==> config.mk <==
export PLATFORM = sky130hd
export DESIGN_NAME = summer_time_utc_offset_top
export DESIGN_NICKNAME = d
export VERILOG_FILES = /design/src/sv/stuo_pkg.sv /design/src/sv/stuo_century.sv /design/src/sv/stuo_lastsun.sv /design/src/sv/stuo_decide.sv /design/src/sv/summer_time_utc_offset_top.sv
export SDC_FILE = /design/constraint.sdc
export NUM_CORES = 1
export LEC_CHECK = 0
export BUFFER_PORTS_ARGS = -buffer_cell sky130_fd_sc_hd__buf_2
export CAP_MARGIN = 0
export CORE_ASPECT_RATIO = 1.2
export CORE_MARGIN = 5
export CORE_UTILIZATION = 44
export DETAILED_ROUTE_END_ITERATION = 10
export MAX_ROUTING_LAYER = met4
export PLACE_DENSITY = 0.63
export RECOVER_POWER = 25
export SYNTH_ARGS = -nofsm -noshare
export SYNTH_HDL_FRONTEND = slang
export SYNTH_SLANG_ARGS = --single-unit
export TNS_END_PERCENT = 30
==> constraint.sdc <==
create_clock -name clk -period 12.6 [get_ports clk]
set_input_delay 0.63 -clock clk [delete_from_list [all_inputs] [get_ports clk]]
set_output_delay 0.63 -clock clk [all_outputs]
set_load 0.02 [all_outputs]
==> src/sv/stuo_pkg.sv <==
// shared types, constants and helpers for the summer time offset selector
`default_nettype none

package stuo_pkg;

  localparam int unsigned YEAR_W   = 12;
  localparam int unsigned MONTH_W  = 4;
  localparam int unsigned DAY_W    = 5;
  localparam int unsigned HOUR_W   = 5;
  localparam int unsigned OFFS_W   = 4;
  localparam int unsigned CFG_IDX_W  = 2;
  localparam int unsigned CFG_DATA_W = 5;

  localparam int unsigned CENT_W   = 6;
  localparam int unsigned YMOD_W   = 7;
  localparam int unsigned SUM_W    = 9;
  localparam int unsigned RECIP_W  = 13;
  localparam int unsigned PROD_W   = YEAR_W + RECIP_W;

  localparam logic [RECIP_W-1:0] RECIP_100  = 13'd5243;
  localparam int unsigned        RECIP_SH   = 19;
  localparam logic [6:0]         CENTURY    = 7'd100;

  localparam logic [MONTH_W-1:0] MONTH_MARCH     = 4'd3;
  localparam logic [MONTH_W-1:0] MONTH_APRIL     = 4'd4;
  localparam logic [MONTH_W-1:0] MONTH_SEPTEMBER = 4'd9;
  localparam logic [MONTH_W-1:0] MONTH_OCTOBER   = 4'd10;

  // 31 + (13 * (month + 1)) / 5 + 6, folded into the weekday of the 31st
  localparam logic [SUM_W-1:0] MARCH_BIAS    = 9'd47;
  localparam logic [SUM_W-1:0] OCTOBER_BIAS  = 9'd65;
  localparam logic [DAY_W-1:0] MONTH_END_DAY = 5'd31;

  localparam logic [CFG_IDX_W-1:0] REG_STANDARD_OFFSET = 2'd0;
  localparam logic [CFG_IDX_W-1:0] REG_SUMMER_OFFSET   = 2'd1;
  localparam logic [CFG_IDX_W-1:0] REG_SPRING_HOUR     = 2'd2;
  localparam logic [CFG_IDX_W-1:0] REG_AUTUMN_HOUR     = 2'd3;

  typedef struct packed {
    logic               valid;
    logic [MONTH_W-1:0] month;
    logic [DAY_W-1:0]   day;
    logic [HOUR_W-1:0]  hour;
  } item_t;

  typedef struct packed {
    logic [OFFS_W-1:0] standard_offset;
    logic [OFFS_W-1:0] summer_offset;
    logic [HOUR_W-1:0] spring_hour;
    logic [HOUR_W-1:0] autumn_hour;
  } cfg_t;

  function automatic logic [2:0] mod7(input logic [SUM_W-1:0] x);
    logic [4:0] a;
    logic [3:0] b;
    logic [3:0] r;
    a = 5'(x[2:0]) + 5'(x[5:3]) + 5'(x[8:6]);
    b = 4'(a[2:0]) + 4'(a[4:3]);
    r = (b >= 4'd7) ? (b - 4'd7) : b;
    return r[2:0];
  endfunction

endpackage

`default_nettype wire

==> src/sv/stuo_century.sv <==
// year split into century and year of century, summed into the weekday term
`default_nettype none

module stuo_century (
  input  wire                           clk,
  input  wire                           rst_n,
  input  wire stuo_pkg::item_t          item_in,
  input  wire [stuo_pkg::YEAR_W-1:0]    year_in,
  output stuo_pkg::item_t               item_out,
  output logic [stuo_pkg::SUM_W-1:0]    sum_out
);
  import stuo_pkg::*;

  item_t               s1_item_r;
  logic [YEAR_W-1:0]   s1_year_r;
  logic [CENT_W-1:0]   s1_cent_r;
  item_t               s2_item_r;
  logic [SUM_W-1:0]    s2_sum_r;

  logic [PROD_W-1:0]   prod;
  logic [YEAR_W-1:0]   cent_scaled;
  logic [YEAR_W-1:0]   ymod_full;
  logic [YMOD_W-1:0]   ymod;
  logic [SUM_W-1:0]    sum_nxt;

  assign prod = PROD_W'(year_in) * PROD_W'(RECIP_100);

  always_comb begin
    cent_scaled = YEAR_W'(s1_cent_r) * YEAR_W'(CENTURY);
    ymod_full   = s1_year_r - cent_scaled;
    ymod        = ymod_full[YMOD_W-1:0];
    sum_nxt     = SUM_W'(ymod) + SUM_W'(ymod[YMOD_W-1:2]) + SUM_W'(s1_cent_r[CENT_W-1:2])
                + SUM_W'({s1_cent_r, 2'b00}) + SUM_W'(s1_cent_r);
  end

  always_ff @(posedge clk) begin
    if (!rst_n) begin
      s1_item_r.valid <= 1'b0;
      s2_item_r.valid <= 1'b0;
    end else begin
      s1_item_r.valid <= item_in.valid;
      s2_item_r.valid <= s1_item_r.valid;
    end
    s1_item_r.month <= item_in.month;
    s1_item_r.day   <= item_in.day;
    s1_item_r.hour  <= item_in.hour;
    s1_year_r       <= year_in;
    s1_cent_r       <= prod[RECIP_SH +: CENT_W];
    s2_item_r.month <= s1_item_r.month;
    s2_item_r.day   <= s1_item_r.day;
    s2_item_r.hour  <= s1_item_r.hour;
    s2_sum_r        <= sum_nxt;
  end

  assign item_out = s2_item_r;
  assign sum_out  = s2_sum_r;

endmodule

`default_nettype wire

==> src/sv/stuo_lastsun.sv <==
// day of month of the last sunday in march or october
`default_nettype none

module stuo_lastsun (
  input  wire                          clk,
  input  wire                          rst_n,
  input  wire stuo_pkg::item_t         item_in,
  input  wire [stuo_pkg::SUM_W-1:0]    sum_in,
  output stuo_pkg::item_t              item_out,
  output logic [stuo_pkg::DAY_W-1:0]   last_sun_out
);
  import stuo_pkg::*;

  item_t            s3_item_r;
  logic [DAY_W-1:0] s3_last_r;

  logic [SUM_W-1:0] biased;
  logic [2:0]       wday;
  logic [DAY_W-1:0] last_nxt;

  always_comb begin
    biased   = sum_in + ((item_in.month == MONTH_OCTOBER) ? OCTOBER_BIAS : MARCH_BIAS);
    wday     = mod7(biased);
    last_nxt = MONTH_END_DAY - DAY_W'(wday);
  end

  always_ff @(posedge clk) begin
    if (!rst_n) begin
      s3_item_r.valid <= 1'b0;
    end else begin
      s3_item_r.valid <= item_in.valid;
    end
    s3_item_r.month <= item_in.month;
    s3_item_r.day   <= item_in.day;
    s3_item_r.hour  <= item_in.hour;
    s3_last_r       <= last_nxt;
  end

  assign item_out     = s3_item_r;
  assign last_sun_out = s3_last_r;

endmodule

`default_nettype wire

==> src/sv/stuo_decide.sv <==
// summer time decision and registered result
`default_nettype none

module stuo_decide (
  input  wire                           clk,
  input  wire                           rst_n,
  input  wire stuo_pkg::item_t          item_in,
  input  wire [stuo_pkg::DAY_W-1:0]     last_sun_in,
  input  wire stuo_pkg::cfg_t           cfg,
  output logic                          out_valid,
  output logic [stuo_pkg::OFFS_W-1:0]   out_utc_offset,
  output logic                          out_summer_active
);
  import stuo_pkg::*;

  logic              valid_r;
  logic [OFFS_W-1:0] offset_r;
  logic              summer_r;
  logic              summer_nxt;

  always_comb begin
    summer_nxt = 1'b0;
    if (item_in.month inside {[MONTH_APRIL:MONTH_SEPTEMBER]}) begin
      summer_nxt = 1'b1;
    end else if (item_in.month == MONTH_MARCH) begin
      summer_nxt = (item_in.day > last_sun_in)
                || (item_in.day == last_sun_in && item_in.hour >= cfg.spring_hour);
    end else if (item_in.month == MONTH_OCTOBER) begin
      summer_nxt = (item_in.day < last_sun_in)
                || (item_in.day == last_sun_in && item_in.hour < cfg.autumn_hour);
    end
  end

  always_ff @(posedge clk) begin
    if (!rst_n) begin
      valid_r <= 1'b0;
    end else begin
      valid_r <= item_in.valid;
    end
    summer_r <= summer_nxt;
    offset_r <= summer_nxt ? cfg.summer_offset : cfg.standard_offset;
  end

  assign out_valid         = valid_r;
  assign out_utc_offset    = offset_r;
  assign out_summer_active = summer_r;

endmodule

`default_nettype wire

==> src/sv/summer_time_utc_offset_top.sv <==
// top level of the summer time utc offset selector with its config registers
//
// usage
//   input: drive in_cal_year, in_cal_month, in_cal_day and in_cal_hour with
//   start high; the transfer happens at the clock edge where start is high and
//   busy is low. busy stays low, so one date is taken every cycle.
//   output: each date gives exactly one result, shown for one cycle with
//   out_valid high on out_utc_offset and out_summer_active.
//   pipeline: out_valid rises when the decision register loads the date, once
//   it has passed the century split, weekday sum and last sunday registers.
//   throughput: 1 date per cycle; busy is tied low and nothing feeds back over
//   the four register stages (century split by reciprocal multiply, weekday
//   sum, mod 7 and last sunday, decision).
//   config: write cfg_wdata to register cfg_index when cfg_valid and cfg_ready
//   are high; cfg_ready is always high. index 0 standard offset, 1 summer
//   offset, 2 spring switch hour, 3 autumn switch hour. write only while idle.
//   reset: rst_n low clears the pipeline valid bits and loads offsets 1 and 2
//   and switch hours 2 and 3.
//   stall: the receiver has no stall; results are never held back.
`default_nettype none

module summer_time_utc_offset_top (
  input  wire                                clk,
  input  wire                                rst_n,
  input  wire                                start,
  output logic                               busy,
  input  wire [stuo_pkg::YEAR_W-1:0]         in_cal_year,
  input  wire [stuo_pkg::MONTH_W-1:0]        in_cal_month,
  input  wire [stuo_pkg::DAY_W-1:0]          in_cal_day,
  input  wire [stuo_pkg::HOUR_W-1:0]         in_cal_hour,
  output logic                               out_valid,
  output logic [stuo_pkg::OFFS_W-1:0]        out_utc_offset,
  output logic                               out_summer_active,
  input  wire                                cfg_valid,
  output logic                               cfg_ready,
  input  wire [stuo_pkg::CFG_IDX_W-1:0]      cfg_index,
  input  wire [stuo_pkg::CFG_DATA_W-1:0]     cfg_wdata
);
  import stuo_pkg::*;

  cfg_t             cfg_r;
  item_t            item_in;
  item_t            item_s2;
  item_t            item_s3;
  logic [SUM_W-1:0] sum_s2;
  logic [DAY_W-1:0] last_s3;

  assign busy      = 1'b0;
  assign cfg_ready = 1'b1;

  always_comb begin
    item_in.valid = start & ~busy;
    item_in.month = in_cal_month;
    item_in.day   = in_cal_day;
    item_in.hour  = in_cal_hour;
  end

  always_ff @(posedge clk) begin
    if (!rst_n) begin
      cfg_r.standard_offset <= 4'd1;
      cfg_r.summer_offset   <= 4'd2;
      cfg_r.spring_hour     <= 5'd2;
      cfg_r.autumn_hour     <= 5'd3;
    end else if (cfg_valid && cfg_ready) begin
      case (cfg_index)
        REG_STANDARD_OFFSET: cfg_r.standard_offset <= cfg_wdata[OFFS_W-1:0];
        REG_SUMMER_OFFSET:   cfg_r.summer_offset   <= cfg_wdata[OFFS_W-1:0];
        REG_SPRING_HOUR:     cfg_r.spring_hour     <= cfg_wdata[HOUR_W-1:0];
        REG_AUTUMN_HOUR:     cfg_r.autumn_hour     <= cfg_wdata[HOUR_W-1:0];
        default: begin
        end
      endcase
    end
  end

  stuo_century u_century (
    .clk      (clk),
    .rst_n    (rst_n),
    .item_in  (item_in),
    .year_in  (in_cal_year),
    .item_out (item_s2),
    .sum_out  (sum_s2)
  );

  stuo_lastsun u_lastsun (
    .clk          (clk),
    .rst_n        (rst_n),
    .item_in      (item_s2),
    .sum_in       (sum_s2),
    .item_out     (item_s3),
    .last_sun_out (last_s3)
  );

  stuo_decide u_decide (
    .clk               (clk),
    .rst_n             (rst_n),
    .item_in           (item_s3),
    .last_sun_in       (last_s3),
    .cfg               (cfg_r),
    .out_valid         (out_valid),
    .out_utc_offset    (out_utc_offset),
    .out_summer_active (out_summer_active)
  );

endmodule

`default_nettype wire
Word level (Yosys, flattened, before mapping):

Index checks and enable logic that the tools add are counted.

* $add $sub $neg: 11
* multipliers: 2
* divide/modulo/power cells: 0
* order comparisons: 7
* eq/ne operators: 7
* shifts and indexed selects: 0
* multiplexer cells: 6
* bitwise gates (word level): 0
* reductions and logical operators: 10

Operators with widths (number)
* multiplier 12 x 13 -> 25 bit (second input constant): 1
* less-than comparator 5 bit: 2
* adder 9 x 4 -> 9 bit: 1
* adder 9 x 6 -> 9 bit: 1
* adder 9 x 8 -> 9 bit: 1
* adder 9 bit: 1
* adder 7 x 5 -> 8 bit: 1
* equality test 4 bit (second input constant): 2
* greater-or-equal comparator 4 x 3 -> 1 bit (second input constant): 2
* AND reduction 2 bit: 4
* two-way mux 7 bit: 1
* subtractor 7 bit: 1
* multiplier 6 x 5 -> 5 bit (second input constant): 1
* adder 5 x 3 -> 5 bit: 1
* equality test 5 bit: 1
* greater-or-equal comparator 5 bit: 1
* > comparator 5 bit: 1
* subtractor 1 x 4 -> 5 bit (first input constant): 1
* adder 3 x 2 -> 4 bit: 1
* adder 3 x 3 -> 4 bit: 1
* equality test 2 bit (second input constant): 2
* equality test 4 x 2 -> 1 bit (second input constant): 1
* <= comparator 4 bit (second input constant): 1
* two-way mux 4 bit: 1
* other kinds (7): 12

* register bits: 96
* latch bits: 0
* memory bits (writable): 0
* bits in read-only memories: 0
* input bits: 37
* word-level logic and storage cells: 66
* memories: 0

Depth between registers and ports, before layout:

Gate-level depths: netlist of the first run.

* depth in word-level cells: 9
* gate-level depth with buffers: 20

Hierarchy:

A second synthesis of the first run with hierarchy kept.

* cell total of the unflattened synthesis: 672
* area total of the unflattened synthesis: 6931.6 µm²

Modules (own cells, without submodules)
* stuo_century: times used 1, cells each 445, area each 4664.5 µm²
* stuo_lastsun: times used 1, cells each 85, area each 938.4 µm²
* summer_time_utc_offset_top: times used 1, cells each 74, area each 726.9 µm²
* stuo_decide: times used 1, cells each 68, area each 601.8 µm²

Least setup slack after synthesis of the first run:

Ideal clock, no wire load.

* path type: input port to flip-flop
* from: input in_cal_year[6] in the netlist's numbering
* to: register u_century.s1_cent_r[5]
* library setup time: 123 ps
* data arrival time: 4683 ps
* data required time: 12477 ps
* slack: 7794 ps
* stages: 16
* path buffers: 0
* cells stage by stage: inv_1 > fa_1 > fa_1 > inv_1 > fa_1 > fa_1 > inv_1 > fa_1 > inv_1 > ha_1 > o21ai_0 > nor2_1 > or4_1 > a31oi_1 > o21ai_1 > xor2_1

* longest elaborated chain between the ends: 1

RTL lines
* from (decl): RTL line summer_time_utc_offset_top.sv:27 `input wire [stuo_pkg::YEAR_W-1:0] in_cal_year,`
* multiplier 12 x 13 -> 25 bit: RTL line stuo_century.sv:26 `assign prod = PROD_W'(year_in) * PROD_W'(RECIP_100);`
* via u_century.prod[24]: RTL line stuo_century.sv:20 `logic [PROD_W-1:0] prod;`
* to (signal assigned): RTL line stuo_century.sv:48 `s1_cent_r <= prod[RECIP_SH +: CENT_W];`
* to (decl): RTL line stuo_century.sv:16 `logic [CENT_W-1:0] s1_cent_r;`

The timed path passes the listed nets, and every way through them passes these cells.
A chain may end at the register's enable or synchronous reset.

Worst setup path after layout of the first run:

Ends and elaborated chain as after synthesis.

==> out/qor.csv, run 1 <==
stage;metric;value;unit
yosys;netlist_instances;680;
placed_design;detailed_place_hpwl;11000;µm
placed_design;gp_congestion;0.920;
worst_setup_path;end_kind;flop;
drt;drtIter0Drc;159;
global_routing;track_usage;0.152;
worst_setup_path;reg2reg_slack;8020;ps
clocking;cts_buffer_depth;2;
worst_setup_path;path_delay_family;adder cells;
global_routing;grt_max_degree;23;
placed_design;place.port_buffers;42;
timing;rsz0062_at_grt;no;
yosys;synth-edff-count;0;
timing;tns;0;ps
timing;fin_crit_sh;0.381;
floorplan;dieArea;18300;µm²
clocking;numCtsBuffers;9;
drt;wl_per_cell;13.4;µm
clocking;cts-resized-gates;0;
drt;first_pass_iters;4;
timing;whs;327;ps
yosys;yosysTopAreaCell;dfxtp_1;
final_layout;final_area;7700;µm²
drt;routed_wl;12600;µm
floorplan;row_count;50;
yosys;synth-seq-cells;94;
worst_setup_path;worstReg2RegStart;u_century.item_out[12]$_DFF_P_;
yosys;ys_seq_area_frac;0.272;
worst_setup_path;crit_cells;17;
worst_setup_path;cp_num_buf_inv;5;
final_layout;finalNetCount;954;
placed_design;dpl_cell_area;7370;µm²
yosys;netlist_area;6920;µm²
hold_path;hp-class;reg -> reg;
timing;skew;7.17;ps
worst_setup_path;path_cells;buf_2 -> inv_1 -> fa_1 -> fa_1 -> inv_1 -> fa_1 -> fa_1 -> inv_1 -> fa_1 -> inv_1 -> ha_1 -> o21ai_0 -> nor2_1 -> or4_1 -> a31oi_1 -> o21ai_1 -> xor2_1;
worst_setup_path;rr_worst_depth;15;
job;maxCapViolations;0;
clocking;clk_pin_slew;60;ps
clocking;ctsHoldBuffers;0;
worst_setup_path;crit_end;u_century.s1_cent_r[5]$_DFF_P_;
global_routing;grt_pass1_wl;22300;µm
yosys;yosys-top-cells-area;dfxtp_1, ha_1, fa_1;
clocking;post-cts-setup-buffer-count;0;
timing;setup_viol;0;
floorplan;core;15500;µm²
worst_setup_path;r2r-end;u_lastsun.last_sun_out[1]$_DFF_P_;
timing;fin_crit;4800;ps
timing;hold_viol;0;
clocking;h-tree-depth;3;
final_layout;nFillCells;1460;
worst_setup_path;crit_start;in_cal_year[6];
yosys;synthesis.nets;905;
worst_setup_path;criticalPathCategory;in -> reg;
floorplan;start_util;0.446;
clocking;cts_tree;built;
drt;antenna_left;0;
drt;vias_per_cell;4.84;
yosys;yosysTopAreaCellShare;0.272;
global_routing;grt_pass1_vias;4956;
drt;drc_errors;0;
timing;tightest_slew;494;ps
floorplan;die_x;124;µm
global_routing;gr-total-overflow;0;
yosys;yosysWarningCount;0;
worst_setup_path;worst_ep_required_time;12830;ps
clocking;insertion_delay;340;ps
worst_setup_path;slowest_stage;fa_1;
timing;max_slew_margin;0.669;
timing;finalMaxSlewViolations;0;
status;status;complete, no violations;
timing;fmax;0.208;GHz
global_routing;grt_antenna_before_repair;0;
clocking;cts_root_buffer;clkbuf_16;
floorplan;io_pins;45;
worst_setup_path;crit_arrival;5020;ps
final_layout;antennaDiodeCount;0;
yosys;synth_cell_types;49;
worst_setup_path;crit_fanout;6;
yosys;synth_area_per_cell;10.2;µm²
worst_setup_path;slowest_delay;540;ps
yosys;synth_top_flop_cell;dfxtp_1;
final_layout;syn_to_final_growth;11.3;%
drt;vias;4559;
floorplan;die_y;147;µm
clocking;cts.sinks;94;
worst_setup_path;critPathLaunchType;input port;
worst_setup_path;cp_common_cell;fa_1;
final_layout;drive_above_1_share;0.0940;
yosys;synthArstFlopShare;0;
[final cells by class]
type | instances | area, µm² | area share
clock buffers | 11 | 253 | 0.0328
clock inverters | 5 | 81.3 | 0.0106
inverters | 161 | 604 | 0.0785
multi-input cells | 421 | 4410 | 0.573
flip-flops and latches | 94 | 1880 | 0.244
well taps | 208 | 260 | 0.0338
repair buffers | 42 | 210 | 0.0273
[cells in the mapped netlist, drive strengths merged (5+ instances only)]
| cell type | n |
|---|---|
| a21o | 15 |
| mux2i | 18 |
| xor2 | 11 |
| and2 | 5 |
| nand3 | 8 |
| fa | 62 |
| a21oi | 27 |
| nand4 | 6 |
| nand2 | 17 |
| a211oi | 5 |
| ha | 126 |
| o21ai | 23 |
| inv | 161 |
| nor2b | 16 |
| dfxtp | 94 |
| nor2 | 14 |
| xnor2 | 22 |
[how the worst min path moves through the flow]
stage	slack (ps)	end	start	cells after the start
after detailed placement	310	u_lastsun.item_out[7]$_DFF_P_	u_century.item_out[7]$_DFF_P_	0
final	330	u_lastsun.item_out[6]$_DFF_P_	u_century.item_out[6]$_DFF_P_	0
after floorplan	310	u_century.item_out[0]$_DFF_P_	u_century.s1_item_r[0]$_DFF_P_	0
after CTS	330	u_century.item_out[5]$_DFF_P_	u_century.s1_item_r[5]$_DFF_P_	0
after global placement	310	u_lastsun.item_out[7]$_DFF_P_	u_century.item_out[7]$_DFF_P_	0
after global routing	330	u_lastsun.item_out[6]$_DFF_P_	u_century.item_out[6]$_DFF_P_	0
[kinds of logic after synthesis]
family | count (synthesis) | synth area share
xor gates and xnor gates | 33 | 0.0418
DFF | 94 | 0.272
and+or+nand+nor | 86 | 0.0705
adders and majority gates | 188 | 0.407
other | 2 | 0.00109
muxes | 22 | 0.0347
AOI/OAI and AO/OA | 90 | 0.0823
buffers and inverters | 165 | 0.0906
[per-stage QoR]
stage                      util  cells  worst slack (ps)
after global placement    0.475    926              7480
after global routing      0.496    942              7500
final                     0.496    942              7800
after floorplan               -    680              7790
after detailed placement  0.475    926              7430
after CTS                 0.496    942              7800
[routing by layer]
metal / part of all wire / global-route usage / up-vias
li1: - / - / 2302
met1: 0.43 / 0.173 / 2172
met2: 0.52 / 0.269 / 64
met3: 0.030 / 0.0289 / 21
met4: 0.021 / 0.0477 / 0
met5: 0 / - / -
[cell usage in the layout (no fill, tap or decap), drive strengths merged, types with 14 or more instances in the layout]
master    n
inv     161
ha      126
dfxtp    94
fa       62
buf      42
a21oi    27
o21ai    23
xnor2    22
mux2i    18
nand2    17
nor2b    16
a21o     15
nor2     14
[sequential cells by signal (all words and copies together) (netlist names)]
| name | count |
|---|---|
| cfg_r | 18 |
| u_century.item_out | 15 |
| u_century.s1_cent_r | 6 |
| u_century.s1_item_r | 15 |
| u_century.s1_year_r | 7 |
| u_century.sum_out | 9 |
| u_decide.out_summer_active | 1 |
| u_decide.out_utc_offset | 4 |
| u_decide.out_valid | 1 |
| u_lastsun.item_out | 15 |
| u_lastsun.last_sun_out | 3 |
Power of run 1 is left out: the tool's default activity adds up to more than one toggle a clock period on the data nets, which glitch-free logic cannot reach.
==> run 2: changes to the inputs <==
--- a/config.mk
+++ b/config.mk
@@ -12,7 +12,7 @@
 export CORE_UTILIZATION = 44
 export DETAILED_ROUTE_END_ITERATION = 10
 export MAX_ROUTING_LAYER = met4
-export PLACE_DENSITY = 0.63
+export PLACE_DENSITY = 0.65
 export RECOVER_POWER = 25
 export SYNTH_ARGS = -nofsm -noshare
 export SYNTH_HDL_FRONTEND = slang
==> constraint.sdc (replaced) <==
create_clock -name clk -period 4.01 [get_ports clk]
set_input_delay 0.2005 -clock clk [delete_from_list [all_inputs] [get_ports clk]]
set_output_delay 0.2005 -clock clk [all_outputs]
set_load 0.02 [all_outputs]
==> out/qor.csv, run 2 (synthesis results as in run 1) <==
stage;metric;value;unit
floorplan;die_x;124;µm
worst_setup_path;worst_ep_required_time;4260;ps
worst_setup_path;r2r-end;u_lastsun.last_sun_out[1]$_DFF_P_;
worst_setup_path;slowest_delay;580;ps
hold_path;hp-class;in -> reg;
worst_setup_path;end_kind;flop;
placed_design;place.port_buffers;42;
worst_setup_path;crit_start;u_century.item_out[12]$_DFF_P_;
timing;skew;7.29;ps
final_layout;regMostFlops;cfg_r;
worst_setup_path;worstReg2RegStart;u_century.item_out[12]$_DFF_P_;
timing;fin_crit;4180;ps
worst_setup_path;crit_cells;16;
status;violations;setup timing;
timing;hold_viol;0;
final_layout;antennaDiodeCount;0;
placed_design;pre_cts_ws;-512;ps
floorplan;die_y;147;µm
worst_setup_path;crit_fanout;4;
drt;first_pass_iters;4;
timing;fin_ws;-169;ps
worst_setup_path;crit_arrival;4420;ps
worst_setup_path;slowest_stage;fa_1;
final_layout;largest_reg_flops;18;
placed_design;gp_congestion;0.884;
final_layout;syn_to_final_growth;24.4;%
global_routing;grt_max_degree;23;
drt;vias;4893;
floorplan;dieArea;18300;µm²
worst_setup_path;path_delay_family;adder cells;
global_routing;grt_pass1_vias;5442;
final_layout;mostFrequentLayoutCell;inv_1;
timing;fin_crit_sh;1.04;
worst_setup_path;cp_num_buf_inv;0;
drt;antenna_left;0;
drt;vias_per_cell;4.73;
clocking;h-tree-depth;3;
global_routing;gr-total-overflow;0;
clocking;cts_buffer_depth;2;
clocking;cts_tree;built;
final_layout;final_cell_mix;inv_1, ha_1, dfxtp_1, buf_4, fa_1;
drt;wl_per_cell;13.3;µm
clocking;insertion_delay;330;ps
status;status;finished, violations left;
timing;setup_viol;6;
drt;drtIter0Drc;128;
global_routing;track_usage;0.162;
timing;fmax;0.239;GHz
floorplan;row_count;50;
drt;drc_errors;0;
job;maxCapViolations;0;
timing;rsz0062_at_grt;yes;
global_routing;grt_antenna_before_repair;0;
worst_setup_path;crit_end;u_lastsun.last_sun_out[1]$_DFF_P_;
timing;finalMaxSlewViolations;0;
worst_setup_path;rr_worst_depth;16;
final_layout;drive_above_1_share;0.230;
clocking;cts.sinks;94;
worst_setup_path;path_cells;nand4bb_4 -> ha_4 -> a21o_1 -> a21oi_2 -> xnor2_1 -> ha_2 -> fa_1 -> ha_1 -> a21o_1 -> a21oi_2 -> xor2_1 -> ha_2 -> fa_2 -> ha_4 -> a21oi_4 -> mux2i_1;
drt;routed_wl;13700;µm
global_routing;grt_pass1_wl;23900;µm
final_layout;finalNetCount;1047;
clocking;cts_root_buffer;clkbuf_16;
floorplan;start_util;0.446;
placed_design;detailed_place_hpwl;11300;µm
worst_setup_path;reg2reg_slack;-170;ps
clocking;numCtsBuffers;9;
clocking;clk_pin_slew;60;ps
floorplan;core;15500;µm²
worst_setup_path;critPathLaunchType;flop;
worst_setup_path;criticalPathCategory;reg -> reg;
floorplan;io_pins;45;
run 2: through the flow:
stage	hold WS (ps)	utilization	instances	TNS [ps]	area [µm²]
after floorplan	228	-	680	-696	6970
after global placement	306	0.514	1000	-3170	7970
after detailed placement	305	0.514	1000	-4210	7970
after CTS	60.9	0.551	1034	-457	8540
after global routing	72.3	0.555	1035	-2580	8610
final	69.3	0.555	1035	-465	8610
run 2: how the worst min path moves through the flow:
stage,start,endpoint,slack (ps),depth (start not counted)
2_1_floorplan,in_cal_hour[0],u_century.s1_item_r[0]$_DFF_P_,230,0
3_3_place_gp,in_cal_month[1],u_century.s1_item_r[11]$_DFF_P_,310,1
3_5_place_dp,in_cal_month[3],u_century.s1_item_r[13]$_DFF_P_,300,1
4_1_cts,start,u_century.s1_item_r[14]$_SDFF_PN0_,60,2
5_1_grt,start,u_century.s1_item_r[14]$_SDFF_PN0_,70,2
6_report,start,u_century.s1_item_r[14]$_SDFF_PN0_,70,2
run 2: area by class of cell:
class / instances / area (µm²)
tap: 208 / 260
timing repair buffer: 135 / 933
multi-input combinational: 421 / 4620
sequential: 94 / 1890
clock inverter: 4 / 30.0
inverter: 161 / 612
clock buffer: 12 / 267
fill: 1396 / 6910
run 2: layer usage:
layer  wire [µm]  GRT usage
met3         325     0.0246
met4         314     0.0477
met1        5690      0.175
met5           0          -
met2        7420      0.306
run 2: what timing repair did:
action	in CTS	in global routing
pin swaps	26	15
endpoints found under the hold margin	14	0
endpoints found under the setup margin	11	13
setup buffers	4	1
resized for setup	29	19
hold buffers	14	0
cloned	0	0
Power of run 2 is left out for the same reason.
